$ cat src/rtl/twd_pkg.sv
package twd_pkg;

	localparam int KIND_W    = 2;
	localparam int IDX_W     = 4;
	localparam int RAW_W     = 16;
	localparam int VK_W      = 2;
	localparam int VAL_W     = 25;
	localparam int REF_W     = 4;
	localparam int CFG_IDX_W = 2;

	localparam logic [7:0] SYNC_SWEEP = 8'hAA;
	localparam logic [7:0] SYNC_PMT   = 8'hBB;
	localparam logic [7:0] SYNC_HK    = 8'hCC;

	localparam logic [KIND_W-1:0] KIND_SWEEP = 2'd0;
	localparam logic [KIND_W-1:0] KIND_PMT   = 2'd1;
	localparam logic [KIND_W-1:0] KIND_HK    = 2'd2;

	localparam logic [CFG_IDX_W-1:0] REG_REF_WIDE   = 2'd0;
	localparam logic [CFG_IDX_W-1:0] REG_REF_NARROW = 2'd1;

	localparam logic [REF_W-1:0] REF_WIDE_RST   = 4'd5;
	localparam logic [REF_W-1:0] REF_NARROW_RST = 4'd3;

	localparam logic signed [VAL_W-1:0] SCALED_MAX = 25'sd15000000;
	localparam logic signed [VAL_W-1:0] SCALED_MIN = -25'sd8000000;

	typedef enum logic [VK_W-1:0] {
		VK_SYNC = 2'd0,
		VK_SEQ  = 2'd1,
		VK_UV   = 2'd2,
		VK_MDEG = 2'd3
	} value_kind_t;

	typedef enum logic [1:0] {
		CONV_RAW    = 2'd0,
		CONV_WIDE   = 2'd1,
		CONV_NARROW = 2'd2,
		CONV_MDEG   = 2'd3
	} conv_t;

	typedef struct packed {
		logic [KIND_W-1:0] kind;
		logic [IDX_W-1:0]  idx;
		logic [RAW_W-1:0]  raw;
		value_kind_t       vk;
		conv_t             conv;
	} word_t;

	function automatic logic [IDX_W-1:0] field_count(input logic [KIND_W-1:0] kind);
		logic [IDX_W-1:0] n;
		unique case (kind)
			KIND_SWEEP: n = 4'd8;
			KIND_PMT:   n = 4'd3;
			KIND_HK:    n = 4'd13;
			default:    n = 4'd13;
		endcase
		return n;
	endfunction

endpackage

$ cat src/rtl/twd_front.sv
module twd_front (
	input  logic                 clk,
	input  logic                 arst_n,
	input  logic                 acc,
	input  logic [7:0]           rx_byte,
	output logic                 push,
	output twd_pkg::word_t       word
);
	import twd_pkg::*;

	localparam logic [1:0] ACT_NONE = 2'd0;

	logic [7:0]       prev_q;
	logic [1:0]       active_q;
	logic             phase_q [3];
	logic [IDX_W-1:0] cnt_q [3];

	logic             sync;
	logic [1:0]       sk;
	logic [1:0]       act_n;
	logic [1:0]       k;
	logic             phase_n [3];
	logic [IDX_W-1:0] cnt_n [3];
	logic [IDX_W-1:0] lim;
	logic [IDX_W-1:0] idx;
	logic             emit;

	always_comb begin
		priority if (rx_byte == SYNC_SWEEP) begin
			sk = KIND_SWEEP;
		end else if (rx_byte == SYNC_PMT) begin
			sk = KIND_PMT;
		end else begin
			sk = KIND_HK;
		end
		sync = (prev_q == rx_byte) &&
			(rx_byte == SYNC_SWEEP || rx_byte == SYNC_PMT || rx_byte == SYNC_HK);
	end

	always_comb begin
		phase_n = phase_q;
		cnt_n   = cnt_q;
		act_n   = active_q;
		emit    = 1'b0;
		idx     = '0;
		if (sync) begin
			phase_n[sk] = 1'b1;
			cnt_n[sk]   = '0;
			act_n       = sk + 2'd1;
		end
		k   = act_n - 2'd1;
		lim = field_count(k);
		if (act_n != ACT_NONE) begin
			if (!phase_n[k]) begin
				phase_n[k] = 1'b1;
			end else begin
				phase_n[k] = 1'b0;
				idx        = (cnt_n[k] >= lim) ? '0 : cnt_n[k];
				cnt_n[k]   = (idx == lim - 4'd1) ? '0 : idx + 4'd1;
				emit       = 1'b1;
			end
		end
	end

	always_comb begin
		word.kind = k;
		word.idx  = idx;
		word.raw  = {prev_q, rx_byte};
		priority if (idx == 4'd0) begin
			word.vk   = VK_SYNC;
			word.conv = CONV_RAW;
		end else if (idx == 4'd1) begin
			word.vk   = VK_SEQ;
			word.conv = CONV_RAW;
		end else begin
			unique case (k)
				KIND_SWEEP: begin
					priority if (idx == 4'd2) begin
						word.vk   = VK_UV;
						word.conv = CONV_WIDE;
					end else if (idx <= 4'd4) begin
						word.vk   = VK_UV;
						word.conv = CONV_NARROW;
					end else begin
						word.vk   = VK_MDEG;
						word.conv = CONV_MDEG;
					end
				end
				KIND_PMT: begin
					word.vk   = VK_UV;
					word.conv = CONV_WIDE;
				end
				KIND_HK: begin
					word.vk   = VK_UV;
					word.conv = CONV_NARROW;
				end
				default: begin
					word.vk   = VK_UV;
					word.conv = CONV_NARROW;
				end
			endcase
		end
	end

	assign push = acc && emit;

	always_ff @(posedge clk or negedge arst_n) begin
		if (!arst_n) begin
			prev_q   <= '0;
			active_q <= ACT_NONE;
			for (int i = 0; i < 3; i++) begin
				phase_q[i] <= 1'b0;
				cnt_q[i]   <= '0;
			end
		end else if (acc) begin
			prev_q   <= rx_byte;
			active_q <= act_n;
			phase_q  <= phase_n;
			cnt_q    <= cnt_n;
		end
	end

endmodule

$ cat src/rtl/twd_queue.sv
module twd_queue #(
	parameter int DEPTH = 4
) (
	input  logic           clk,
	input  logic           arst_n,
	input  logic           push,
	input  twd_pkg::word_t push_data,
	output logic           full,
	input  logic           pop,
	output twd_pkg::word_t pop_data,
	output logic           empty
);
	import twd_pkg::*;

	localparam int PTR_W = $clog2(DEPTH);
	localparam int CNT_W = $clog2(DEPTH + 1);

	logic [PTR_W-1:0] wr_q;
	logic [PTR_W-1:0] rd_q;
	logic [CNT_W-1:0] cnt_q;
	word_t            mem_q [DEPTH];

	assign full     = (cnt_q == CNT_W'(DEPTH));
	assign empty    = (cnt_q == '0);
	assign pop_data = mem_q[rd_q];

	always_ff @(posedge clk or negedge arst_n) begin
		if (!arst_n) begin
			wr_q  <= '0;
			rd_q  <= '0;
			cnt_q <= '0;
		end else begin
			if (push) begin
				wr_q <= (wr_q == PTR_W'(DEPTH - 1)) ? '0 : wr_q + 1'b1;
			end
			if (pop) begin
				rd_q <= (rd_q == PTR_W'(DEPTH - 1)) ? '0 : rd_q + 1'b1;
			end
			cnt_q <= cnt_q + CNT_W'(push) - CNT_W'(pop);
		end
	end

	always_ff @(posedge clk) begin
		if (push) begin
			mem_q[wr_q] <= push_data;
		end
	end

endmodule

$ cat src/rtl/twd_back.sv
module twd_back (
	input  logic                             clk,
	input  logic                             arst_n,
	input  logic                             q_empty,
	input  twd_pkg::word_t                   q_data,
	output logic                             pop,
	input  logic [twd_pkg::REF_W-1:0]        ref_wide,
	input  logic [twd_pkg::REF_W-1:0]        ref_narrow,
	output logic                             out_valid,
	input  logic                             out_stall,
	output logic [twd_pkg::KIND_W-1:0]       packet_kind,
	output logic [twd_pkg::IDX_W-1:0]        field_index,
	output logic [twd_pkg::RAW_W-1:0]        raw_word,
	output logic [twd_pkg::VK_W-1:0]         value_kind,
	output logic signed [twd_pkg::VAL_W-1:0] scaled_value
);
	import twd_pkg::*;

	function automatic logic [14:0] div_of(input conv_t c);
		logic [14:0] d;
		unique case (c)
			CONV_WIDE: d = 15'd13107;
			CONV_MDEG: d = 15'd7371;
			default:   d = 15'd819;
		endcase
		return d;
	endfunction

	function automatic logic [22:0] recip_of(input conv_t c);
		logic [22:0] m;
		unique case (c)
			CONV_WIDE: m = 23'd327685;
			CONV_MDEG: m = 23'd582684;
			default:   m = 23'd5244160;
		endcase
		return m;
	endfunction

	logic adv;
	logic v_s1, v_s2, v_s3, v_s4, v_s5, v_s6;
	word_t tag_s1, tag_s2, tag_s3, tag_s4, tag_s5, tag_s6;

	logic [19:0] p_s1;
	logic [31:0] y_s2, y_s3;
	logic [29:0] base_s2, base_s3, base_s4;
	logic [22:0] qe_s3, qe_s4;
	logic [14:0] r0_s4;
	logic [29:0] sum_s5;
	logic        rnz_s5;
	logic signed [VAL_W-1:0] val_s6;

	logic [REF_W-1:0] ref_sel;
	logic [19:0]      p_n;
	logic [31:0]      y_n;
	logic [29:0]      base_n;
	logic [54:0]      prod_n;
	logic [31:0]      qc_n;
	logic             corr_n;
	logic [22:0]      q_n;
	logic [14:0]      r_n;
	logic [29:0]      sum_n;
	logic [29:0]      fin_n;
	logic signed [VAL_W-1:0] val_n;

	assign adv = !v_s6 || !out_stall;
	assign pop = adv && !q_empty;

	always_comb begin
		ref_sel = (q_data.conv == CONV_WIDE) ? ref_wide : ref_narrow;
		p_n     = 20'(q_data.raw) * 20'(ref_sel);
	end

	always_comb begin
		unique case (tag_s1.conv)
			CONV_WIDE: begin
				y_n    = 32'(p_s1) * 32'd3395;
				base_n = 30'(p_s1) * 30'd15;
			end
			CONV_NARROW: begin
				y_n    = 32'(p_s1) * 32'd164;
				base_n = 30'(p_s1) * 30'd244;
			end
			CONV_MDEG: begin
				y_n    = 32'(p_s1) * 32'd1966 + 32'd5733;
				base_n = 30'd452223 - 30'(p_s1) * 30'd54;
			end
			default: begin
				y_n    = '0;
				base_n = '0;
			end
		endcase
	end

	assign prod_n = 55'(y_s2) * 55'(recip_of(tag_s2.conv));
	assign qc_n   = 32'(qe_s3) * 32'(div_of(tag_s3.conv));

	always_comb begin
		corr_n = (r0_s4 >= div_of(tag_s4.conv));
		q_n    = qe_s4 + 23'(corr_n);
		r_n    = corr_n ? r0_s4 - div_of(tag_s4.conv) : r0_s4;
		sum_n  = (tag_s4.conv == CONV_MDEG) ? base_s4 - 30'(q_n) : base_s4 + 30'(q_n);
	end

	always_comb begin
		fin_n = sum_s5;
		if (tag_s5.conv == CONV_MDEG && rnz_s5 && signed'(sum_s5) > 30'sd0) begin
			fin_n = sum_s5 - 30'd1;
		end
		priority if (tag_s5.conv == CONV_RAW) begin
			val_n = signed'(VAL_W'(tag_s5.raw));
		end else if (signed'(fin_n) > SCALED_MAX) begin
			val_n = SCALED_MAX;
		end else if (signed'(fin_n) < SCALED_MIN) begin
			val_n = SCALED_MIN;
		end else begin
			val_n = signed'(fin_n[VAL_W-1:0]);
		end
	end

	always_ff @(posedge clk or negedge arst_n) begin
		if (!arst_n) begin
			v_s1 <= 1'b0;
			v_s2 <= 1'b0;
			v_s3 <= 1'b0;
			v_s4 <= 1'b0;
			v_s5 <= 1'b0;
			v_s6 <= 1'b0;
		end else if (adv) begin
			v_s1 <= !q_empty;
			v_s2 <= v_s1;
			v_s3 <= v_s2;
			v_s4 <= v_s3;
			v_s5 <= v_s4;
			v_s6 <= v_s5;
		end
	end

	always_ff @(posedge clk) begin
		if (adv) begin
			tag_s1  <= q_data;
			p_s1    <= p_n;
			tag_s2  <= tag_s1;
			y_s2    <= y_n;
			base_s2 <= base_n;
			tag_s3  <= tag_s2;
			y_s3    <= y_s2;
			base_s3 <= base_s2;
			qe_s3   <= prod_n[54:32];
			tag_s4  <= tag_s3;
			base_s4 <= base_s3;
			qe_s4   <= qe_s3;
			r0_s4   <= 15'(y_s3 - qc_n);
			tag_s5  <= tag_s4;
			sum_s5  <= sum_n;
			rnz_s5  <= (r_n != '0);
			tag_s6  <= tag_s5;
			val_s6  <= val_n;
		end
	end

	assign out_valid    = v_s6;
	assign packet_kind  = tag_s6.kind;
	assign field_index  = tag_s6.idx;
	assign raw_word     = tag_s6.raw;
	assign value_kind   = tag_s6.vk;
	assign scaled_value = val_s6;

endmodule

$ cat src/rtl/telemetry_word_deframer.sv
// Throughput: one byte accepted per cycle while in_stall is low; the converter
// returns one word per cycle while a word is queued and out_stall is low. Each word
// passes the six-stage divide-by-constant conversion pipeline behind the word queue.
// in_stall rises only when the word queue is full.
// Reset: arst_n clears deframing state, queue and pipeline at once; the reference
// registers return to 5 and 3. No clearing pass follows reset.
module telemetry_word_deframer #(
	parameter int QUEUE_DEPTH = 4
) (
	input  logic                                 clk,
	input  logic                                 arst_n,
	input  logic                                 in_valid,
	output logic                                 in_stall,
	input  logic [7:0]                           rx_byte,
	output logic                                 out_valid,
	input  logic                                 out_stall,
	output logic [twd_pkg::KIND_W-1:0]           packet_kind,
	output logic [twd_pkg::IDX_W-1:0]            field_index,
	output logic [twd_pkg::RAW_W-1:0]            raw_word,
	output logic [twd_pkg::VK_W-1:0]             value_kind,
	output logic signed [twd_pkg::VAL_W-1:0]     scaled_value,
	input  logic                                 cfg_valid,
	output logic                                 cfg_ready,
	input  logic [twd_pkg::CFG_IDX_W-1:0]        cfg_index,
	input  logic [twd_pkg::REF_W-1:0]            cfg_data
);
	import twd_pkg::*;

	logic             acc;
	logic             push;
	logic             full;
	logic             pop;
	logic             empty;
	word_t            push_data;
	word_t            pop_data;
	logic [REF_W-1:0] ref_wide_q;
	logic [REF_W-1:0] ref_narrow_q;

	assign cfg_ready = 1'b1;
	assign in_stall  = full;
	assign acc       = in_valid && !full;

	always_ff @(posedge clk or negedge arst_n) begin
		if (!arst_n) begin
			ref_wide_q   <= REF_WIDE_RST;
			ref_narrow_q <= REF_NARROW_RST;
		end else if (cfg_valid && cfg_ready) begin
			unique case (cfg_index)
				REG_REF_WIDE:   ref_wide_q   <= cfg_data;
				REG_REF_NARROW: ref_narrow_q <= cfg_data;
				default: begin
				end
			endcase
		end
	end

	twd_front u_front (
		.clk     (clk),
		.arst_n  (arst_n),
		.acc     (acc),
		.rx_byte (rx_byte),
		.push    (push),
		.word    (push_data)
	);

	twd_queue #(
		.DEPTH (QUEUE_DEPTH)
	) u_queue (
		.clk       (clk),
		.arst_n    (arst_n),
		.push      (push),
		.push_data (push_data),
		.full      (full),
		.pop       (pop),
		.pop_data  (pop_data),
		.empty     (empty)
	);

	twd_back u_back (
		.clk          (clk),
		.arst_n       (arst_n),
		.q_empty      (empty),
		.q_data       (pop_data),
		.pop          (pop),
		.ref_wide     (ref_wide_q),
		.ref_narrow   (ref_narrow_q),
		.out_valid    (out_valid),
		.out_stall    (out_stall),
		.packet_kind  (packet_kind),
		.field_index  (field_index),
		.raw_word     (raw_word),
		.value_kind   (value_kind),
		.scaled_value (scaled_value)
	);

endmodule

$ cat config.mk
export PLATFORM = sky130hd
export DESIGN_NAME = telemetry_word_deframer
export DESIGN_NICKNAME = d
export VERILOG_FILES = /design/src/rtl/twd_pkg.sv /design/src/rtl/twd_front.sv /design/src/rtl/twd_queue.sv /design/src/rtl/twd_back.sv /design/src/rtl/telemetry_word_deframer.sv
export SDC_FILE = /design/constraint.sdc
export NUM_CORES = 2
export LEC_CHECK = 0
export BUFFER_PORTS_ARGS = -buffer_cell sky130_fd_sc_hd__buf_2
export CAP_MARGIN = 20
export CORE_MARGIN = 2
export CORE_UTILIZATION = 40
export CTS_CLUSTER_DIAMETER = 40
export CTS_CLUSTER_SIZE = 24
export DETAILED_ROUTE_END_ITERATION = 10
export PLACE_DENSITY_LB_ADDON = 0.12
export SETUP_SLACK_MARGIN = 0.5
export SLEW_MARGIN = 20
export SYNTH_ARGS = -nofsm -noshare
export SYNTH_HDL_FRONTEND = slang
export SYNTH_SLANG_ARGS = --single-unit
$ cat constraint.sdc
create_clock -name clk -period 11 [get_ports clk]
set_input_delay 3.3 -clock clk [delete_from_list [all_inputs] [get_ports clk]]
set_output_delay 3.3 -clock clk [all_outputs]
set_load 0.01 [all_outputs]
==> impl_metrics.py <==
metrics = {
    "place": {
        "gp_congestion": 0.9058,
        "hpwl_um": 127600,
        "port_buffers": 69,
        "placement.cell_area_um2": 61450,
    },
    "route": {
        "drc": 0,
        "wire_per_inst_um": 20.85,
        "antenna_left": 0,
        "routed_wl_um": 155600,
        "drtIter0Drc": 2411,
        "dr.pass1.iters": 7,
        "routed_via_density": 5.172,
        "via_count": 38600,
    },
    "setup_path": {
        "cp.required_ns": 11.44,
        "reg2reg_to": "u_back.sum_s5[28]$_DFFE_PP_",
        "arrival_ns": 9.78,
        "cp-end-kind": "flop",
        "path_max_fanout": 21,
        "worst_path_max_delay_cell": "clkinv_1",
        "reg2reg_setup_slack_ns": 1.65,
        "path_class": "reg2reg",
        "cpPeakStageDelay_ns": 0.81,
        "cp-start-kind": "flop",
        "crit_top_cell": "a21oi_1",
        "reg2regPathDepth": 37,
        "r2r-start": "u_back.tag_s4[0]$_DFFE_PP_",
    },
    "clock_network": {
        "cts-resized-gates": 0,
        "insertion_delay_ns": 0.69,
        "cts_tree": "done",
        "root_buffer": "clkbuf_16",
        "cts_hold_buf": 0,
        "clkTransAtPathRegs_ns": 0.06,
        "numCtsBuffers": 84,
        "clock_sinks": 573,
        "cts_buffer_depth": 3,
        "cts-htree-levels": 3,
        "post_cts_buffers": 0,
    },
    "logic_synthesis": {
        "ys_ff_latch": 573,
        "synth.area.mux_share_pct": 1.748,
        "syn-instance-count": 5382,
        "ys_async_sr_fraction_pct": 8.028,
        "ys_types": 94,
        "ys_seq_area_share_pct": 28.87,
        "yosys_warnings": 0,
        "synth-simple-area-share_pct": 9.114,
        "synth_top_area_share_pct": 26.90,
        "syn_area_um2": 58830,
        "synth_edf_count": 527,
        "synth_compound_area_share_pct": 8.450,
        "synth_nets": 6845,
        "synth_flop_cell": "edfxtp_1",
        "yosys.area.top_type": "edfxtp_1",
        "avgSynthCellArea_um2": 10.93,
        "synthTopCellsByArea": "edfxtp_1 (27%), fa_1 (23%), ha_1 (16%)",
        "synth_top_family_by_area": "adder cells",
        "synthAdderAreaFrac_pct": 39.52,
        "synth_xor_area_share_pct": 4.824,
    },
    "sta": {
        "finalCriticalPeriod_ns": 9.345,
        "hold_violations": 0,
        "tightest_slew_ns": 1.122,
        "finalSetupViolations": 0,
        "drv_slew": 0,
        "fin_crit_sh_pct": 84.96,
        "clock.fmax_mhz": 107.0,
        "grt_setup_unrepaired": "no",
        "fin_setup_tns_ns": 0,
        "fin_skew_ns": 0.06077,
        "maxSlewHeadroom_pct": 24.43,
    },
    "hold_path": {
        "min_path_cells": 0,
        "hold_end": "u_back.base_s3[1]$_DFFE_PP_",
        "hp-start": "u_back.base_s2[1]$_DFFE_PP_",
        "hold_path.class": "reg2reg",
    },
    "global_route": {
        "grt_max_degree": 148,
        "grt_pass1_vias": 40570,
        "antenna_found_initial": 5,
        "grt_pass1_wl_um": 242300,
        "grt_overflow_total": 0,
        "track_usage_pct": 21.10,
    },
    "floorplanning": {
        "dieArea_um2": 150100,
        "core_area_um2": 145900,
        "dieHeight_um": 387.5,
        "pin_count": 71,
        "core.rowCount": 140,
        "start_util_pct": 40.32,
        "dieWidth_um": 387.5,
    },
    "outcome": {
        "status": "complete, no violations",
    },
    "layout": {
        "drive_gt1_share_pct": 6.149,
        "layout.nets": 6938,
        "area_growth_pct": 9.569,
        "stdcell_area_um2": 64460,
    },
    "run": {
        "max-cap-violations": 0,
    },
}
==> cells in the final DEF, fill, tap and decap left out, types with 58 or more instances in the layout <==
cell	n
nand2_1	247
nand3_1	70
nor3_1	67
and2_1	98
o21ai_0	158
inv_1	1079
xnor2_1	216
nor2_1	196
clkbuf_16	85
buf_2	68
nor2b_1	97
a21o_1	60
xor2_1	108
ha_1	754
fa_1	690
and3_1	58
edfxtp_1	527
a21oi_1	201
==> layer usage <==
layer  GRT usage, %  routed length [um]  vias up
met2          35.99               76070      716
li1               -                   -    18290
met3          2.474                5998      156
met5              0                   0        -
met1          28.52               69630    19440
met4          5.398                3914        0
==> through the flow <==
stage,worst slack [ns],hold slack (ns),utilization (%),std cells
2_1_floorplan,0.7335,0.4003,-,5382
3_3_place_gp,1.590,0.4010,42.11,7306
3_5_place_dp,1.736,0.4045,42.11,7306
4_1_cts,1.680,0.4027,44.17,7463
5_1_grt,0.6749,0.4221,44.17,7463
6_report,1.655,0.4069,44.17,7464
==> area by class of cell <==
cell class,instances,area (um^2)
clock inverter,65,828.3
tap,1917,2399
multi-input combinational,3644,37470
fill,13860,81460
antenna,1,2.502
inverter,1081,4058
sequential,573,16980
clock buffer,92,2173
timing repair buffer,91,538.0
==> cells by family after synthesis <==
logic type,Yosys count
xor+xnor,324
compound gates,766
flops,573
other cells,1
mux,67
fa+ha+maj,1444
simple gates,1042
buf+inv,1165
==> worst max-delay path, delay by kind of cell, from the launching register on <==
family                   cells  cell delay [ns]
XOR/XNOR                     2             0.38
flip-flops                   1             0.43
buffers and inverters        1             0.81
adder cells (fa/ha/maj)      4             1.55
AO/OA/AOI/OAI               20             3.04
AND/OR/NAND/NOR             10             2.87
==> cells in the mapped netlist, types with 26 or more instances <==
master,n
a21o_1,60
mux2_2,26
o21bai_1,29
dfrtp_1,42
nor4_1,27
o21ai_0,158
and2_1,102
o211ai_1,26
and3_1,58
nand2b_1,44
clkbuf_1,74
a21oi_1,201
o22ai_1,33
inv_1,1079
xor2_1,108
mux4_2,26
a31oi_1,29
xnor2_1,216
o21a_1,43
edfxtp_1,527
or3_1,36
nor3_1,67
nand3_1,70
nor2b_1,97
fa_1,690
nand2_1,248
nor2_1,197
ha_1,754
==> worst max path at each step <==
stage                     cells after the start                          end  slack, ns                       start
after floorplan                               9   u_queue.cnt_q[2]$_DFF_PN0_       0.73                   out_stall
after global placement                       27   u_back.qe_s3[22]$_DFFE_PP_       1.59  u_back.tag_s2[0]$_DFFE_PP_
after detailed placement                     37  u_back.sum_s5[28]$_DFFE_PP_       1.74  u_back.tag_s4[0]$_DFFE_PP_
after CTS                                    37  u_back.sum_s5[28]$_DFFE_PP_       1.68  u_back.tag_s4[0]$_DFFE_PP_
after global routing                         37  u_back.sum_s5[28]$_DFFE_PP_       0.67  u_back.tag_s4[0]$_DFFE_PP_
final                                        37  u_back.sum_s5[28]$_DFFE_PP_       1.65  u_back.tag_s4[0]$_DFFE_PP_
==> registers in the layout (all words and copies together), names as in the netlist, 8 cells and up <==
| register | cells |
|---|---|
| u_back.base_s2 | 29 |
| u_back.base_s3 | 29 |
| u_back.base_s4 | 29 |
| u_back.p_s1 | 20 |
| u_back.qe_s3 | 23 |
| u_back.qe_s4 | 23 |
| u_back.r0_s4 | 15 |
| u_back.raw_word | 16 |
| u_back.scaled_value | 25 |
| u_back.sum_s5 | 30 |
| u_back.tag_s1 | 26 |
| u_back.tag_s2 | 26 |
| u_back.tag_s3 | 26 |
| u_back.tag_s4 | 26 |
| u_back.tag_s5 | 26 |
| u_back.y_s2 | 31 |
| u_back.y_s3 | 14 |
| u_front.cnt_q | 12 |
| u_front.prev_q | 8 |
| u_queue.mem_q | 104 |
Power is left out: the tool's default activity adds up to more than one toggle a clock period on the data nets, which glitch-free logic cannot reach.
